--- config.mk ---
export PLATFORM = sky130hd
export DESIGN_NAME = patch_container_upload_framer
export DESIGN_NICKNAME = d
export VERILOG_FILES = /design/src/rtl/pcuf_pkg.sv /design/src/rtl/pcuf_front.sv /design/src/rtl/pcuf_queue.sv /design/src/rtl/pcuf_back.sv /design/src/rtl/patch_container_upload_framer.sv
export SDC_FILE = /design/constraint.sdc
export NUM_CORES = 1
export LEC_CHECK = 0
export BUFFER_PORTS_ARGS = -buffer_cell sky130_fd_sc_hd__buf_2
export CAP_MARGIN = 30
export CORE_MARGIN = 10
export CORE_UTILIZATION = 56
export DETAILED_ROUTE_END_ITERATION = 12
export PLACE_DENSITY = 0.78
export SYNTH_ARGS = -nofsm -noshare
export SYNTH_HDL_FRONTEND = slang
export SYNTH_SLANG_ARGS = --single-unit
--- constraint.sdc ---
create_clock -name i_clk -period 6.7 [get_ports i_clk]
set_input_delay 0.67 -clock i_clk [delete_from_list [all_inputs] [get_ports i_clk]]
set_output_delay 0.67 -clock i_clk [all_outputs]
set_load 0.01 [all_outputs]
--- src/rtl/pcuf_pkg.sv ---
// Package for the patch container upload framer.
// Holds the item and job types, command constants and the chunk CRC step.
// No dependencies.
`timescale 1ns / 1ps
`default_nettype none

package pcuf_pkg;

    localparam logic [31:0] CONTAINER_TAG = 32'h656d3933;
    localparam logic [15:0] OP_START      = 16'hFC27;
    localparam logic [15:0] OP_CONTINUE   = 16'hFC28;
    localparam logic [15:0] OP_RESET      = 16'hFC32;
    localparam logic [31:0] CRC_POLY      = 32'hedb88320;
    localparam logic [31:0] CRC_INIT      = 32'hffffffff;

    localparam int STORE_DEPTH = 59;
    localparam int STORE_AW    = $clog2(STORE_DEPTH);
    localparam int QUEUE_DEPTH = 2;

    localparam logic [1:0] KIND_HEADER  = 2'd0;
    localparam logic [1:0] KIND_PAYLOAD = 2'd1;
    localparam logic [1:0] KIND_ERROR   = 2'd2;

    localparam logic [1:0] ERR_NONE      = 2'd0;
    localparam logic [1:0] ERR_BAD_TAG   = 2'd1;
    localparam logic [1:0] ERR_BAD_SIZE  = 2'd2;
    localparam logic [1:0] ERR_TRUNCATED = 2'd3;

    typedef struct packed {
        logic [7:0] blob_byte;
        logic       blob_end;
    } t_in_item;

    typedef struct packed {
        logic [1:0]  kind;
        logic [15:0] opcode;
        logic [7:0]  param_length;
        logic [15:0] sequence_res;
        logic [31:0] chunk_crc;
        logic [7:0]  payload_byte;
        logic [1:0]  error_code;
        logic        last_of_run;
    } t_out_item;

    typedef enum logic [1:0] {
        TAIL_NONE,
        TAIL_RESET,
        TAIL_ERROR
    } t_tail;

    typedef struct packed {
        logic                has_hdr;
        logic                is_cont;
        logic [7:0]          plen;
        logic [15:0]         seq;
        logic [31:0]         crc;
        logic [STORE_AW-1:0] count;
        t_tail               tail;
        logic [1:0]          err;
    } t_job;

    typedef struct packed {
        logic                en;
        logic [STORE_AW-1:0] addr;
        logic [7:0]          data;
    } t_store_wr;

    typedef enum logic [1:0] {
        B_IDLE,
        B_HDR,
        B_PAY,
        B_TAIL
    } t_back_state;

    function automatic logic [31:0] crc_byte(input logic [31:0] crc, input logic [7:0] b);
        logic [31:0] x;
        x = crc ^ {24'd0, b};
        for (int i = 0; i < 8; i++) begin
            x = x[0] ? ((x >> 1) ^ CRC_POLY) : (x >> 1);
        end
        return x;
    endfunction

endpackage

`default_nettype wire

--- src/rtl/pcuf_front.sv ---
// Front end of the framer: accepts blob bytes, tracks container and chunk
// state, writes the chunk store and pushes jobs to the queue. Uses pcuf_pkg.
`timescale 1ns / 1ps
`default_nettype none

module pcuf_front #(
    parameter int FIRST_CHUNK = 59,
    parameter int NEXT_CHUNK  = 58
) (
    input  wire logic               i_clk,
    input  wire logic               i_rst_n,
    input  wire logic               i_valid,
    output logic                    o_ready,
    input  wire pcuf_pkg::t_in_item i_data,
    input  wire logic               i_q_full,
    output logic                    o_push,
    output pcuf_pkg::t_job          o_job,
    output pcuf_pkg::t_store_wr     o_wr,
    input  wire logic               i_replay_done
);

    localparam int AW = pcuf_pkg::STORE_AW;

    logic [AW-1:0] r_fill, n_fill;
    logic [31:0]   r_pos, n_pos;
    logic [31:0]   r_len, n_len;
    logic [31:0]   r_crc, n_crc;
    logic [15:0]   r_seq, n_seq;
    logic          r_cont, n_cont;
    logic          r_halt, n_halt;
    logic          r_busy, n_busy;
    logic [31:0]   r_word, n_word;

    logic          accept;
    logic [31:0]   pos_inc;
    logic [31:0]   crc_inc;
    logic [31:0]   len_eff;
    logic [AW-1:0] fill_inc;
    logic [AW-1:0] limit;
    logic          bad_tag;
    logic          bad_size;
    logic          done;
    logic          close;
    logic [31:0]   pos_after;

    assign o_ready = !r_busy && !i_q_full;
    assign accept  = i_valid && o_ready;

    always_comb begin
        n_word   = {i_data.blob_byte, r_word[31:8]};
        pos_inc  = r_pos + 32'd1;
        crc_inc  = pcuf_pkg::crc_byte(r_crc, i_data.blob_byte);
        fill_inc = r_fill + AW'(1);
        limit    = r_cont ? AW'(NEXT_CHUNK) : AW'(FIRST_CHUNK);
        bad_tag  = (pos_inc == 32'd4) && (n_word != pcuf_pkg::CONTAINER_TAG);
        bad_size = (pos_inc == 32'd8) && (n_word < 32'd8);
        len_eff  = (pos_inc == 32'd8) ? n_word : r_len;
        done     = (pos_inc >= 32'd8) && (pos_inc == len_eff);
        close    = done || (fill_inc >= limit) || (fill_inc >= AW'(pcuf_pkg::STORE_DEPTH));
        pos_after = done ? 32'd0 : pos_inc;

        n_fill = r_fill;
        n_pos  = r_pos;
        n_len  = r_len;
        n_crc  = r_crc;
        n_seq  = r_seq;
        n_cont = r_cont;
        n_halt = r_halt;
        n_busy = r_busy && !i_replay_done;

        o_push        = 1'b0;
        o_job.has_hdr = 1'b0;
        o_job.is_cont = r_cont;
        o_job.plen    = r_cont ? (8'd6 + 8'(fill_inc)) : (8'd5 + 8'(fill_inc));
        o_job.seq     = r_cont ? r_seq : 16'd0;
        o_job.crc     = ~crc_inc;
        o_job.count   = fill_inc;
        o_job.tail    = pcuf_pkg::TAIL_NONE;
        o_job.err     = pcuf_pkg::ERR_NONE;

        o_wr.en   = accept && !r_halt;
        o_wr.addr = r_fill;
        o_wr.data = i_data.blob_byte;

        if (accept && !r_halt) begin
            if (bad_tag || bad_size) begin
                o_push     = 1'b1;
                o_job.tail = pcuf_pkg::TAIL_ERROR;
                o_job.err  = bad_tag ? pcuf_pkg::ERR_BAD_TAG : pcuf_pkg::ERR_BAD_SIZE;
                n_halt     = 1'b1;
            end else begin
                o_job.has_hdr = close;
                if (close) begin
                    n_fill = '0;
                    n_crc  = pcuf_pkg::CRC_INIT;
                    n_seq  = r_cont ? (r_seq + 16'd1) : 16'd1;
                    n_cont = !done;
                    n_busy = 1'b1;
                end else begin
                    n_fill = fill_inc;
                    n_crc  = crc_inc;
                end
                n_pos = pos_after;
                n_len = done ? 32'd0 : len_eff;
                if (i_data.blob_end) begin
                    n_halt = 1'b1;
                    if (pos_after != 32'd0) begin
                        o_job.tail = pcuf_pkg::TAIL_ERROR;
                        o_job.err  = pcuf_pkg::ERR_TRUNCATED;
                    end else begin
                        o_job.tail = pcuf_pkg::TAIL_RESET;
                    end
                end
                o_push = close || i_data.blob_end;
            end
        end
    end

    always_ff @(posedge i_clk) begin
        if (!i_rst_n) begin
            r_fill <= '0;
            r_pos  <= '0;
            r_len  <= '0;
            r_crc  <= pcuf_pkg::CRC_INIT;
            r_seq  <= 16'd1;
            r_cont <= 1'b0;
            r_halt <= 1'b0;
            r_busy <= 1'b0;
            r_word <= '0;
        end else begin
            r_fill <= n_fill;
            r_pos  <= n_pos;
            r_len  <= n_len;
            r_crc  <= n_crc;
            r_seq  <= n_seq;
            r_cont <= n_cont;
            r_halt <= n_halt;
            r_busy <= n_busy;
            if (accept && !r_halt) begin
                r_word <= n_word;
            end
        end
    end

`ifndef SYNTHESIS
    a_halt_sticks: assert property (@(posedge i_clk) disable iff (!i_rst_n)
        r_halt |=> r_halt)
        else $error("halt flag cleared without reset");
    a_close_empties: assert property (@(posedge i_clk) disable iff (!i_rst_n)
        (o_push && o_job.has_hdr) |=> (r_fill == '0) && r_busy)
        else $error("chunk close did not empty the store");
    a_halt_no_store: assert property (@(posedge i_clk) disable iff (!i_rst_n)
        r_halt |-> !o_wr.en && !o_push)
        else $error("activity after halt");
`endif

endmodule

`default_nettype wire

--- src/rtl/pcuf_queue.sv ---
// Short job queue between the front and back ends of the framer.
// Uses pcuf_pkg for the job type and depth.
`timescale 1ns / 1ps
`default_nettype none

module pcuf_queue (
    input  wire logic           i_clk,
    input  wire logic           i_rst_n,
    input  wire logic           i_push,
    input  wire pcuf_pkg::t_job i_job,
    input  wire logic           i_pop,
    output pcuf_pkg::t_job      o_job,
    output logic                o_empty,
    output logic                o_full
);

    localparam int D  = pcuf_pkg::QUEUE_DEPTH;
    localparam int PW = (D > 1) ? $clog2(D) : 1;
    localparam int CW = $clog2(D + 1);

    pcuf_pkg::t_job r_mem [D];
    logic [PW-1:0]  r_wp, n_wp;
    logic [PW-1:0]  r_rp, n_rp;
    logic [CW-1:0]  r_count, n_count;
    logic           do_push;
    logic           do_pop;

    assign o_empty = (r_count == '0);
    assign o_full  = (r_count == CW'(D));
    assign o_job   = r_mem[r_rp];
    assign do_push = i_push && !o_full;
    assign do_pop  = i_pop && !o_empty;

    always_comb begin
        n_wp    = r_wp;
        n_rp    = r_rp;
        n_count = r_count;
        if (do_push) begin
            n_wp = (r_wp == PW'(D - 1)) ? '0 : r_wp + PW'(1);
        end
        if (do_pop) begin
            n_rp = (r_rp == PW'(D - 1)) ? '0 : r_rp + PW'(1);
        end
        case ({do_push, do_pop})
            2'b10:   n_count = r_count + CW'(1);
            2'b01:   n_count = r_count - CW'(1);
            default: n_count = r_count;
        endcase
    end

    always_ff @(posedge i_clk) begin
        if (do_push) begin
            r_mem[r_wp] <= i_job;
        end
    end

    always_ff @(posedge i_clk) begin
        if (!i_rst_n) begin
            r_wp    <= '0;
            r_rp    <= '0;
            r_count <= '0;
        end else begin
            r_wp    <= n_wp;
            r_rp    <= n_rp;
            r_count <= n_count;
        end
    end

`ifndef SYNTHESIS
    a_no_overflow: assert property (@(posedge i_clk) disable iff (!i_rst_n)
        !(i_push && o_full))
        else $error("push into full job queue");
    a_no_underflow: assert property (@(posedge i_clk) disable iff (!i_rst_n)
        !(i_pop && o_empty))
        else $error("pop from empty job queue");
    a_count_step: assert property (@(posedge i_clk) disable iff (!i_rst_n)
        (do_push && !do_pop) |=> (r_count == $past(r_count) + CW'(1)))
        else $error("job queue count did not advance");
`endif

endmodule

`default_nettype wire

--- src/rtl/pcuf_back.sv ---
// Back end of the framer: holds the chunk store, takes jobs from the queue
// and emits header, payload replay and trailing reset or error beats.
// Uses pcuf_pkg.
`timescale 1ns / 1ps
`default_nettype none

module pcuf_back (
    input  wire logic                i_clk,
    input  wire logic                i_rst_n,
    input  wire pcuf_pkg::t_store_wr i_wr,
    input  wire logic                i_q_empty,
    input  wire pcuf_pkg::t_job      i_job,
    output logic                     o_pop,
    output logic                     o_replay_done,
    output logic                     o_valid,
    input  wire logic                i_ready,
    output pcuf_pkg::t_out_item      o_data
);

    localparam int AW = pcuf_pkg::STORE_AW;

    logic [7:0]            r_store [pcuf_pkg::STORE_DEPTH];
    logic [7:0]            r_rd_data;
    logic                  rd_en;
    logic [AW-1:0]         rd_addr;

    pcuf_pkg::t_back_state r_state, n_state;
    pcuf_pkg::t_job        r_job;
    logic [AW-1:0]         r_idx, n_idx;
    logic                  r_out_valid, n_out_valid;
    pcuf_pkg::t_out_item   r_out, n_out;
    logic                  load_ok;
    logic                  last_pay;

    assign load_ok  = !r_out_valid || i_ready;
    assign last_pay = (r_idx == r_job.count - AW'(1));
    assign o_valid  = r_out_valid;
    assign o_data   = r_out;

    always_ff @(posedge i_clk) begin
        if (i_wr.en) begin
            r_store[i_wr.addr] <= i_wr.data;
        end
        if (rd_en) begin
            r_rd_data <= r_store[rd_addr];
        end
    end

    always_comb begin
        n_state       = r_state;
        n_idx         = r_idx;
        n_out_valid   = r_out_valid && !i_ready;
        n_out         = r_out;
        o_pop         = 1'b0;
        o_replay_done = 1'b0;
        rd_en         = 1'b0;
        rd_addr       = r_idx + AW'(1);

        unique case (r_state)
            pcuf_pkg::B_IDLE: begin
                if (!i_q_empty) begin
                    o_pop   = 1'b1;
                    n_state = i_job.has_hdr ? pcuf_pkg::B_HDR : pcuf_pkg::B_TAIL;
                end
            end
            pcuf_pkg::B_HDR: begin
                if (load_ok) begin
                    n_out_valid        = 1'b1;
                    n_out              = '0;
                    n_out.kind         = pcuf_pkg::KIND_HEADER;
                    n_out.opcode       = r_job.is_cont ? pcuf_pkg::OP_CONTINUE
                                                       : pcuf_pkg::OP_START;
                    n_out.param_length = r_job.plen;
                    n_out.sequence_res = r_job.seq;
                    n_out.chunk_crc    = r_job.crc;
                    rd_en              = 1'b1;
                    rd_addr            = '0;
                    n_idx              = '0;
                    n_state            = pcuf_pkg::B_PAY;
                end
            end
            pcuf_pkg::B_PAY: begin
                if (load_ok) begin
                    n_out_valid        = 1'b1;
                    n_out              = '0;
                    n_out.kind         = pcuf_pkg::KIND_PAYLOAD;
                    n_out.payload_byte = r_rd_data;
                    if (last_pay) begin
                        n_out.last_of_run = (r_job.tail == pcuf_pkg::TAIL_NONE);
                        o_replay_done     = 1'b1;
                        n_state = (r_job.tail == pcuf_pkg::TAIL_NONE) ? pcuf_pkg::B_IDLE
                                                                      : pcuf_pkg::B_TAIL;
                    end else begin
                        rd_en = 1'b1;
                        n_idx = r_idx + AW'(1);
                    end
                end
            end
            pcuf_pkg::B_TAIL: begin
                if (load_ok) begin
                    n_out_valid       = 1'b1;
                    n_out             = '0;
                    n_out.last_of_run = 1'b1;
                    if (r_job.tail == pcuf_pkg::TAIL_ERROR) begin
                        n_out.kind       = pcuf_pkg::KIND_ERROR;
                        n_out.error_code = r_job.err;
                    end else begin
                        n_out.kind   = pcuf_pkg::KIND_HEADER;
                        n_out.opcode = pcuf_pkg::OP_RESET;
                    end
                    n_state = pcuf_pkg::B_IDLE;
                end
            end
            default: n_state = pcuf_pkg::B_IDLE;
        endcase
    end

    always_ff @(posedge i_clk) begin
        if (!i_rst_n) begin
            r_state     <= pcuf_pkg::B_IDLE;
            r_idx       <= '0;
            r_out_valid <= 1'b0;
        end else begin
            r_state     <= n_state;
            r_idx       <= n_idx;
            r_out_valid <= n_out_valid;
        end
    end

    always_ff @(posedge i_clk) begin
        r_out <= n_out;
        if (o_pop) begin
            r_job <= i_job;
        end
    end

`ifndef SYNTHESIS
    a_idx_in_chunk: assert property (@(posedge i_clk) disable iff (!i_rst_n)
        (r_state == pcuf_pkg::B_PAY) |-> (r_idx < r_job.count))
        else $error("payload index past chunk end");
    a_hdr_then_pay: assert property (@(posedge i_clk) disable iff (!i_rst_n)
        (r_state == pcuf_pkg::B_HDR && load_ok) |=> (r_state == pcuf_pkg::B_PAY))
        else $error("header not followed by payload replay");
    a_error_ends_run: assert property (@(posedge i_clk) disable iff (!i_rst_n)
        (r_out_valid && r_out.kind == pcuf_pkg::KIND_ERROR) |-> r_out.last_of_run)
        else $error("error beat not marked last");
`endif

endmodule

`default_nettype wire

--- src/rtl/patch_container_upload_framer.sv ---
// Output: a byte that closes a chunk pushes a job into the queue; the back end pops it
// and registers its header, then one payload beat per cycle while the output is taken.
// Input: a byte that closes no chunk leaves the input ready; after a closing byte
// the next byte is taken only once the store replay of that chunk is done.
// Reset: synchronous active low; clears control state, the chunk store is not cleared.
// Top level of the framer; instantiates pcuf_front, pcuf_queue and pcuf_back.
`timescale 1ns / 1ps
`default_nettype none

module patch_container_upload_framer #(
    parameter int FIRST_CHUNK = 59,
    parameter int NEXT_CHUNK  = 58
) (
    input  wire logic                i_clk,
    input  wire logic                i_rst_n,
    input  wire logic                i_valid,
    output logic                     o_ready,
    input  wire pcuf_pkg::t_in_item  i_data,
    output logic                     o_valid,
    input  wire logic                i_ready,
    output pcuf_pkg::t_out_item      o_data
);

    logic                q_full;
    logic                q_empty;
    logic                push;
    logic                pop;
    logic                replay_done;
    pcuf_pkg::t_job      push_job;
    pcuf_pkg::t_job      head_job;
    pcuf_pkg::t_store_wr store_wr;

    pcuf_front #(
        .FIRST_CHUNK (FIRST_CHUNK),
        .NEXT_CHUNK  (NEXT_CHUNK)
    ) u_front (
        .i_clk         (i_clk),
        .i_rst_n       (i_rst_n),
        .i_valid       (i_valid),
        .o_ready       (o_ready),
        .i_data        (i_data),
        .i_q_full      (q_full),
        .o_push        (push),
        .o_job         (push_job),
        .o_wr          (store_wr),
        .i_replay_done (replay_done)
    );

    pcuf_queue u_queue (
        .i_clk   (i_clk),
        .i_rst_n (i_rst_n),
        .i_push  (push),
        .i_job   (push_job),
        .i_pop   (pop),
        .o_job   (head_job),
        .o_empty (q_empty),
        .o_full  (q_full)
    );

    pcuf_back u_back (
        .i_clk         (i_clk),
        .i_rst_n       (i_rst_n),
        .i_wr          (store_wr),
        .i_q_empty     (q_empty),
        .i_job         (head_job),
        .o_pop         (pop),
        .o_replay_done (replay_done),
        .o_valid       (o_valid),
        .i_ready       (i_ready),
        .o_data        (o_data)
    );

endmodule

`default_nettype wire
# --- Yosys cells after proc, flatten, opt, wreduce, memory -nomap -nowiden ---
# Memory sizes are Yosys's and may differ from the RTL's. A register that Yosys moved wholly into a read port is not among the register bits.
# Index checks and enable logic that the tools add are counted.
totals:
  regBits: 318
  mem_bits_rw: 608
  in_bits: 13
  out_inout_bits: 87
  word_cells: 189
  n_memories: 2
classes:
  n_addsub: 11
  order_cmp: 4
  n_eq_ne: 18
  mux: 75
  n_bitwise: 11
  reduce_logical: 38
memory_table:
  columns: ["name", "depth", "width", "rd", "rd_clocked_by_memory_dff", "wr", "line_no", "text"]
  rows:
  - ["u_back.r_store", 59, 8, 1, 1, 1, "pcuf_back.sv:22", "logic [7:0] r_store [pcuf_pkg::STORE_DEPTH];"]
  - ["u_queue.r_mem", 2, 68, 1, 1, 1, "pcuf_queue.sv:21", "pcuf_pkg::t_job r_mem [D];"]
ops:
  columns: ["operator", "n"]
  rows:
  - ["$mux 32", 12]
  - ["$mux 85", 3]
  - ["$pmux 85 s3", 1]
  - ["$not 13->14", 8]
  - ["$mux 16", 3]
  - ["$mux 6", 6]
  - ["$add 32x1->32 const B", 1]
  - ["$eq 32x3->1 const B", 1]
  - ["$eq 32x32->1", 1]
  - ["$eq 32x4->1 const B", 1]
  - ["$ge 32x4->1 const B", 1]
  - ["$lt 32x4->1 const B", 1]
  - ["$ne 32x31->1 const B", 1]
  - ["$not 32->32", 1]
  - ["$reduce_bool 32->1", 1]
  - ["$xor 32x8->32", 1]
  - ["$mux 1", 29]
  - ["$mux 2", 12]
  - ["$add 16x1->16 const B", 1]
  - ["$mux 4", 4]
  - ["$add 3x6->7 const A", 2]
  - ["$add 6x1->6 const B", 2]
  - ["$pmux 6 s2", 1]
  - ["$eq 2x2->1 const B", 5]
  - ["26 further kinds", 58]

# --- Depth between registers and ports, before layout ---
depth:
  depth_word: 18
  mapped_depth: 20
  depth_no_buf: 17

# --- Hierarchy ---
# A second synthesis with hierarchy kept.
unflattened:
  cells_unflattened: 2885
  hier_area_um2: 39050.0
by_module_without_submodules:
  columns: ["module", "n_inst", "cells_each", "area_per_inst_um2", "seq_area_each_um2"]
  rows:
  - ["pcuf_back", 1, 1539, 25019.0, 18828.1]
  - ["pcuf_front", 1, 1108, 8898.5, 2902.8]
  - ["pcuf_queue", 1, 238, 5132.4, 4184.0]

# --- Worst setup path after synthesis ---
# Ideal clock, no wire load.
synth_path:
  kind: "register to register"
  start: "register u_front.r_pos[0]"
  end: "memory u_queue.r_mem[0][0] (netlist bit) (enable)"
  setup_ns: 0.493
  t_arrival_ns: 6.693
  required_ns: 6.207
  slack_ns: -0.485
  stages_incl_launch_ff: 16
  n_path_buf: 1
  synth_period_minus_slack_ns: 7.185
  path_cell_list: "dfxtp_1 ha_1 nand3_2 or3_1 o31a_1 or4_4 or4_1 nor3_2 buf_4 a22oi_2 a2111oi_4 and4_1 nand4_1 nand2_1 o21ai_0 nor2_1"
synth_between:
  elab_chain_len: 13
  word_cells_on_any_way: 18
  cone_classes: "1 x add/sub; 1 x order compare; 3 x eq/ne; 5 x mux; 8 x reduce/logical"
synth_rtl:
  columns: ["element", "line_no", "text"]
  rows:
  - ["start, declared", "pcuf_front.sv:25", "logic [31:0] r_pos, n_pos;"]
  - ["start signal, assigned", "pcuf_front.sv:132", "r_pos <= n_pos;"]
  - ["$add 32x1->32 *", "pcuf_front.sv:51", "pos_inc = r_pos + 32'd1;"]
  - ["$eq 32x4->1", "pcuf_front.sv:56, pcuf_front.sv:57", null]
  - ["$mux 32", "pcuf_front.sv:57", "len_eff = (pos_inc == 32'd8) ? n_word : r_len;"]
  - ["$eq 32x32->1", "pcuf_front.sv:58", "done = (pos_inc >= 32'd8) && (pos_inc == len_eff);"]
  - ["$logic_and 1x1->1", "pcuf_front.sv:58", null]
  - ["$logic_or 1x1->1 (2 in series)", "pcuf_front.sv:59", "close = done || (fill_inc >= limit) || (fill_inc >= AW'(pcuf_pkg::STORE_DEPTH));"]
  - ["$logic_or 1x1->1", "pcuf_front.sv:114", "o_push = close || i_data.blob_end;"]
  - ["$mux 1 *", "pcuf_front.sv:86", "if (bad_tag || bad_size) begin"]
  - ["$mux 1 *", "pcuf_front.sv:85", "if (accept && !r_halt) begin"]
  - ["$logic_and 1x1->1 *", "pcuf_queue.sv:31", "assign do_push = i_push && !o_full;"]
  - ["$mux 1 *", "pcuf_queue.sv:52", "if (do_push) begin"]
  - ["$mux 1 (not written as such) *", "pcuf_queue.sv:53", "r_mem[r_wp] <= i_job;"]
  - ["end, declared", "pcuf_queue.sv:21", null]
# Every way passes the cells marked *; elsewhere a longest branch is shown, timed or not.

# --- Worst setup path in the final report ---
layout_path:
  start: "register u_front.r_pos[0]"
  end: "register u_front.r_len[6]"
layout_between:
  elab_chain_len: 6
  word_cells_on_any_way: 13
  cone_classes: "1 x add/sub; 1 x order compare; 3 x eq/ne; 2 x mux; 1 x bitwise; 5 x reduce/logical"
layout_rtl:
  columns: ["element", "line_no", "text"]
  rows:
  - ["$add 32x1->32 *", "pcuf_front.sv:51", null]
  - ["$eq 32x4->1 or $eq 32x3->1 (tied branches)", "pcuf_front.sv:56, pcuf_front.sv:57, pcuf_front.sv:55", null]
  - ["$mux 32 (tied with other cells)", "pcuf_front.sv:57", null]
  - ["$eq 32x32->1 or $logic_or 1x1->1 (tied branches)", "pcuf_front.sv:58, pcuf_front.sv:86", null]
  - ["$logic_and 1x1->1 or $not 1->1 (tied branches)", null, null]
  - ["$mux 32 or $reduce_and 2->1 (tied branches)", null, null]
  - ["end signal, assigned", "pcuf_front.sv:133", "r_len <= n_len;"]
  - ["end, declared", "pcuf_front.sv:26", "logic [31:0] r_len, n_len;"]
# Marked as above.
# A chain may end at the register's enable or synchronous reset.

==> flow_metrics.py <==
metrics = {
    "outcome": {
        "outcome": "finished clean",
    },
    "synthesis": {
        "synthMuxAreaShare_pct": 6.32,
        "synthSimpleGateAreaFrac_pct": 11.1,
        "synth_warnings": 0,
        "ys_types": 74,
        "synth_fa_ha_area_share_pct": 0.491,
        "yosysTopAreaCellShare_pct": 59.1,
        "ys_seq_area_share_pct": 67.4,
        "synth_area_leaders": "edfxtp_1 (59%), dfxtp_1 (8.3%), nand2_1 (2.8%), mux2_2 (2.8%), a21oi_1 (2.2%)",
        "yosys_most_used_dff": "edfxtp_1",
        "synthCells": 2865,
        "synth_area_per_cell_um2": 13.4,
        "postSynthRegisterBits": 912,
        "syn_area_mm2": 0.0382,
        "synth_top_family_by_area": "simple AND/OR/NAND/NOR gates",
        "synth_compound_area_share_pct": 8.94,
        "synth-edff-count": 753,
        "synth_xor_area_share_pct": 3.25,
        "synth_top_cell_by_area": "edfxtp_1",
        "async_flop_share_pct": 0,
    },
    "floorplan": {
        "die_w_um": 281,
        "core_area_mm2": 0.0674,
        "start_util_pct": 56.8,
        "io_pins": 100,
        "die_area_mm2": 0.0792,
        "fp.dieH_um": 281,
        "rows": 95,
    },
    "timing": {
        "slew_violations": 0,
        "timing.hold.ws_ps": 412,
        "skew_ps": 35.8,
        "max_slew_margin_pct": 31.8,
        "period_needed_ps": 6140,
        "finalSetupViolations": 0,
        "setup_tns_ps": 0,
        "rsz0062_at_grt": "no",
        "worstMarginPinSlew_ps": 1020,
        "layout_setup_ws_ps": 559,
        "clock.fmax_ghz": 0.163,
        "period_share_pct": 91.7,
        "finalHoldViolCount": 0,
    },
    "route": {
        "drt-vias-per-instance": 6.30,
        "wirelength_um": 89300,
        "detail_route.wl_per_cell_um": 23.3,
        "firstDrtPassIters": 6,
        "routed-via-count": 24200,
        "post-route-drc-count": 0,
        "drtIter0Drc": 3005,
        "postRouteAntennaNets": 0,
    },
    "cells_and_area": {
        "drive_gt1_share_pct": 14.8,
        "nFillCells": 4672,
        "multi_input_area_mm2": 0.0116,
        "layout.cells.non_filler": 3838,
        "num_antenna_cells": 0,
        "area_growth_pct": 10.6,
        "fin_nets": 2923,
        "regArea_mm2": 0.0258,
    },
    "pwr": {
        "powerDensity_mw_per_mm2": 386,
        "p_leak_nw": 13.9,
        "peakVddDrop_uv": 293,
        "p_total_w": 0.0163,
    },
    "setup_path": {
        "crit_path_start_kind": "register",
        "reg2reg_depth": 15,
        "cp_max_fo": 32,
        "worstPathArrival_ps": 6660,
        "crit_type": "reg -> reg",
        "cp.required_ps": 7210,
        "crit_path_end_kind": "register",
    },
    "cts": {
        "clk_path_buf_depth": 3,
        "post_cts_buffers": 0,
        "insertion_delay_ps": 640,
        "tritoncts": "done",
        "post_cts_resized": 0,
        "cts_sinks": 912,
        "hold_buffers": 0,
        "cts_max_level": 3,
        "clkTransAtPathRegs_ps": 60,
        "root_buffer": "clkbuf_16",
        "numCtsBuffers": 87,
    },
    "placement": {
        "numPortBuffers": 94,
        "pre_cts_ws_ps": 715,
        "hpwl_um": 56100,
        "gp_congestion": 0.958,
        "place_inst": 3678,
    },
    "grt": {
        "grt_usage_pct": 22.0,
        "grt_overflow": 0,
        "grt_pass1_wl_um": 136000,
        "grt_start_max_net_pins": 90,
        "grt_pass1_vias": 23300,
        "antenna_found_initial": 2,
    },
    "hold_path": {
        "hold_class": "in -> reg",
        "hold_depth": 3,
    },
    "run": {
        "cap_violations": 0,
    },
}
[flip-flops by register name (all words and copies together), names as in the netlist, named ones only]
name / flops
u_front.r_pos: 32
u_queue.r_mem: 134
u_front.r_halt: 1
u_back.r_job: 66
u_queue.r_wp: 1
u_back.r_store: 472
u_front.r_cont: 1
u_front.r_crc: 32
u_front.r_len: 32
u_front.r_seq: 16
u_back.r_state: 2
u_queue.r_count: 2
u_front.r_fill: 6
u_front.r_busy: 1
u_back.o_valid: 1
u_back.o_data: 73
u_front.r_word: 24
u_queue.r_rp: 1
u_back.r_rd_data: 8
u_back.r_idx: 6
[logic make-up after synthesis]
kind of cell | Yosys count
xor gates and xnor gates | 142
muxes | 187
AOI/OAI and AO/OA | 536
DFF | 912
other | 1
and+or+nand+nor | 845
buffers and inverters | 227
adders and majority gates | 15
[cells in the final DEF, fill, tap and decap left out, types with 68 or more instances in the layout]
master     Yosys  final
o211ai_1      68     68
o21ai_0       92     92
nand2_1      289    288
and2_1        92     92
nor2_1       146    140
mux2_2        95     95
buf_2         14     94
a21oi_1      171    170
edfxtp_1     753    753
dfxtp_1      159    157
clkbuf_16      0     91
xnor2_1       95     95
[where the power goes]
| group | switching [W] | internal, W |
|---|---|---|
| clock | 0.00205 | 0.00275 |
| combinational | 0.00272 | 0.00148 |
| sequential | 0.000235 | 0.00707 |
| total | 0.00501 | 0.0113 |
[stage by stage]
step	util (%)	area (um^2)
detailed placement	58.6	39500
global placement	58.5	39500
CTS	62.7	42300
floorplan	-	38300
global route	62.8	42300
finish	62.8	42300
[worst paths after layout]
kind,slack (ps),from,endpoint
max,560,u_front.r_pos[0]$_SDFFE_PN0P_,u_front.r_len[6]$_SDFFE_PN0P_
min,410,i_ready,u_back.o_valid$_SDFF_PN0_
max reg2reg,560,u_front.r_pos[0]$_SDFFE_PN0P_,u_front.r_len[6]$_SDFFE_PN0P_
min reg2reg,460,u_front.r_pos[31]$_SDFFE_PN0P_,u_front.r_pos[31]$_SDFFE_PN0P_
[routing by layer]
metal,up-vias,track usage (%),share of wire (%)
li1,10800,-,-
met1,12000,29.6,41
met2,1167,35.8,48
met3,181,3.63,8.1
met4,0,8.20,3.2
met5,-,0,0
[synthesized netlist by cell type, types with 20 or more instances]
master,count
dfxtp_1,159
and3_1,30
or3_1,53
xnor2_1,95
edfxtp_1,753
a211oi_1,43
mux2_2,95
o211ai_1,68
nand3_1,63
nor4_1,21
a31oi_1,29
or4_1,20
nand4_1,36
nor3_1,22
inv_1,21
nand2_1,289
a22o_1,33
o22ai_1,33
o21ai_0,92
mux2i_1,58
and2_1,92
a21oi_1,171
mux4_2,34
xor2_1,47
clkbuf_1,145
nor2_1,146
buf_1,26
[critical path, stage by stage, from the launching register on]
cell and delay (ps):
dfxtp_1 440, ha_1 340, nand3_2 220, or3_1 460, o31a_1 330, or4_4 510
or4_1 550, nor3_2 640, mux2i_1 180, o2bb2ai_1 160, nor4_1 440, nand4_1 530
nand2_1 630, nor3_2 70, buf_4 260, a22o_1 230
[cell type report]
type | instances | area share, %
multi-input combinational | 1730 | 27.5
sequential | 912 | 61.0
clock buffer | 117 | 5.78
tap | 873 | 2.58
timing repair buffer | 139 | 2.08
clock inverter | 42 | 0.819
inverter | 25 | 0.222
Power figures use the tool's default switching activity.
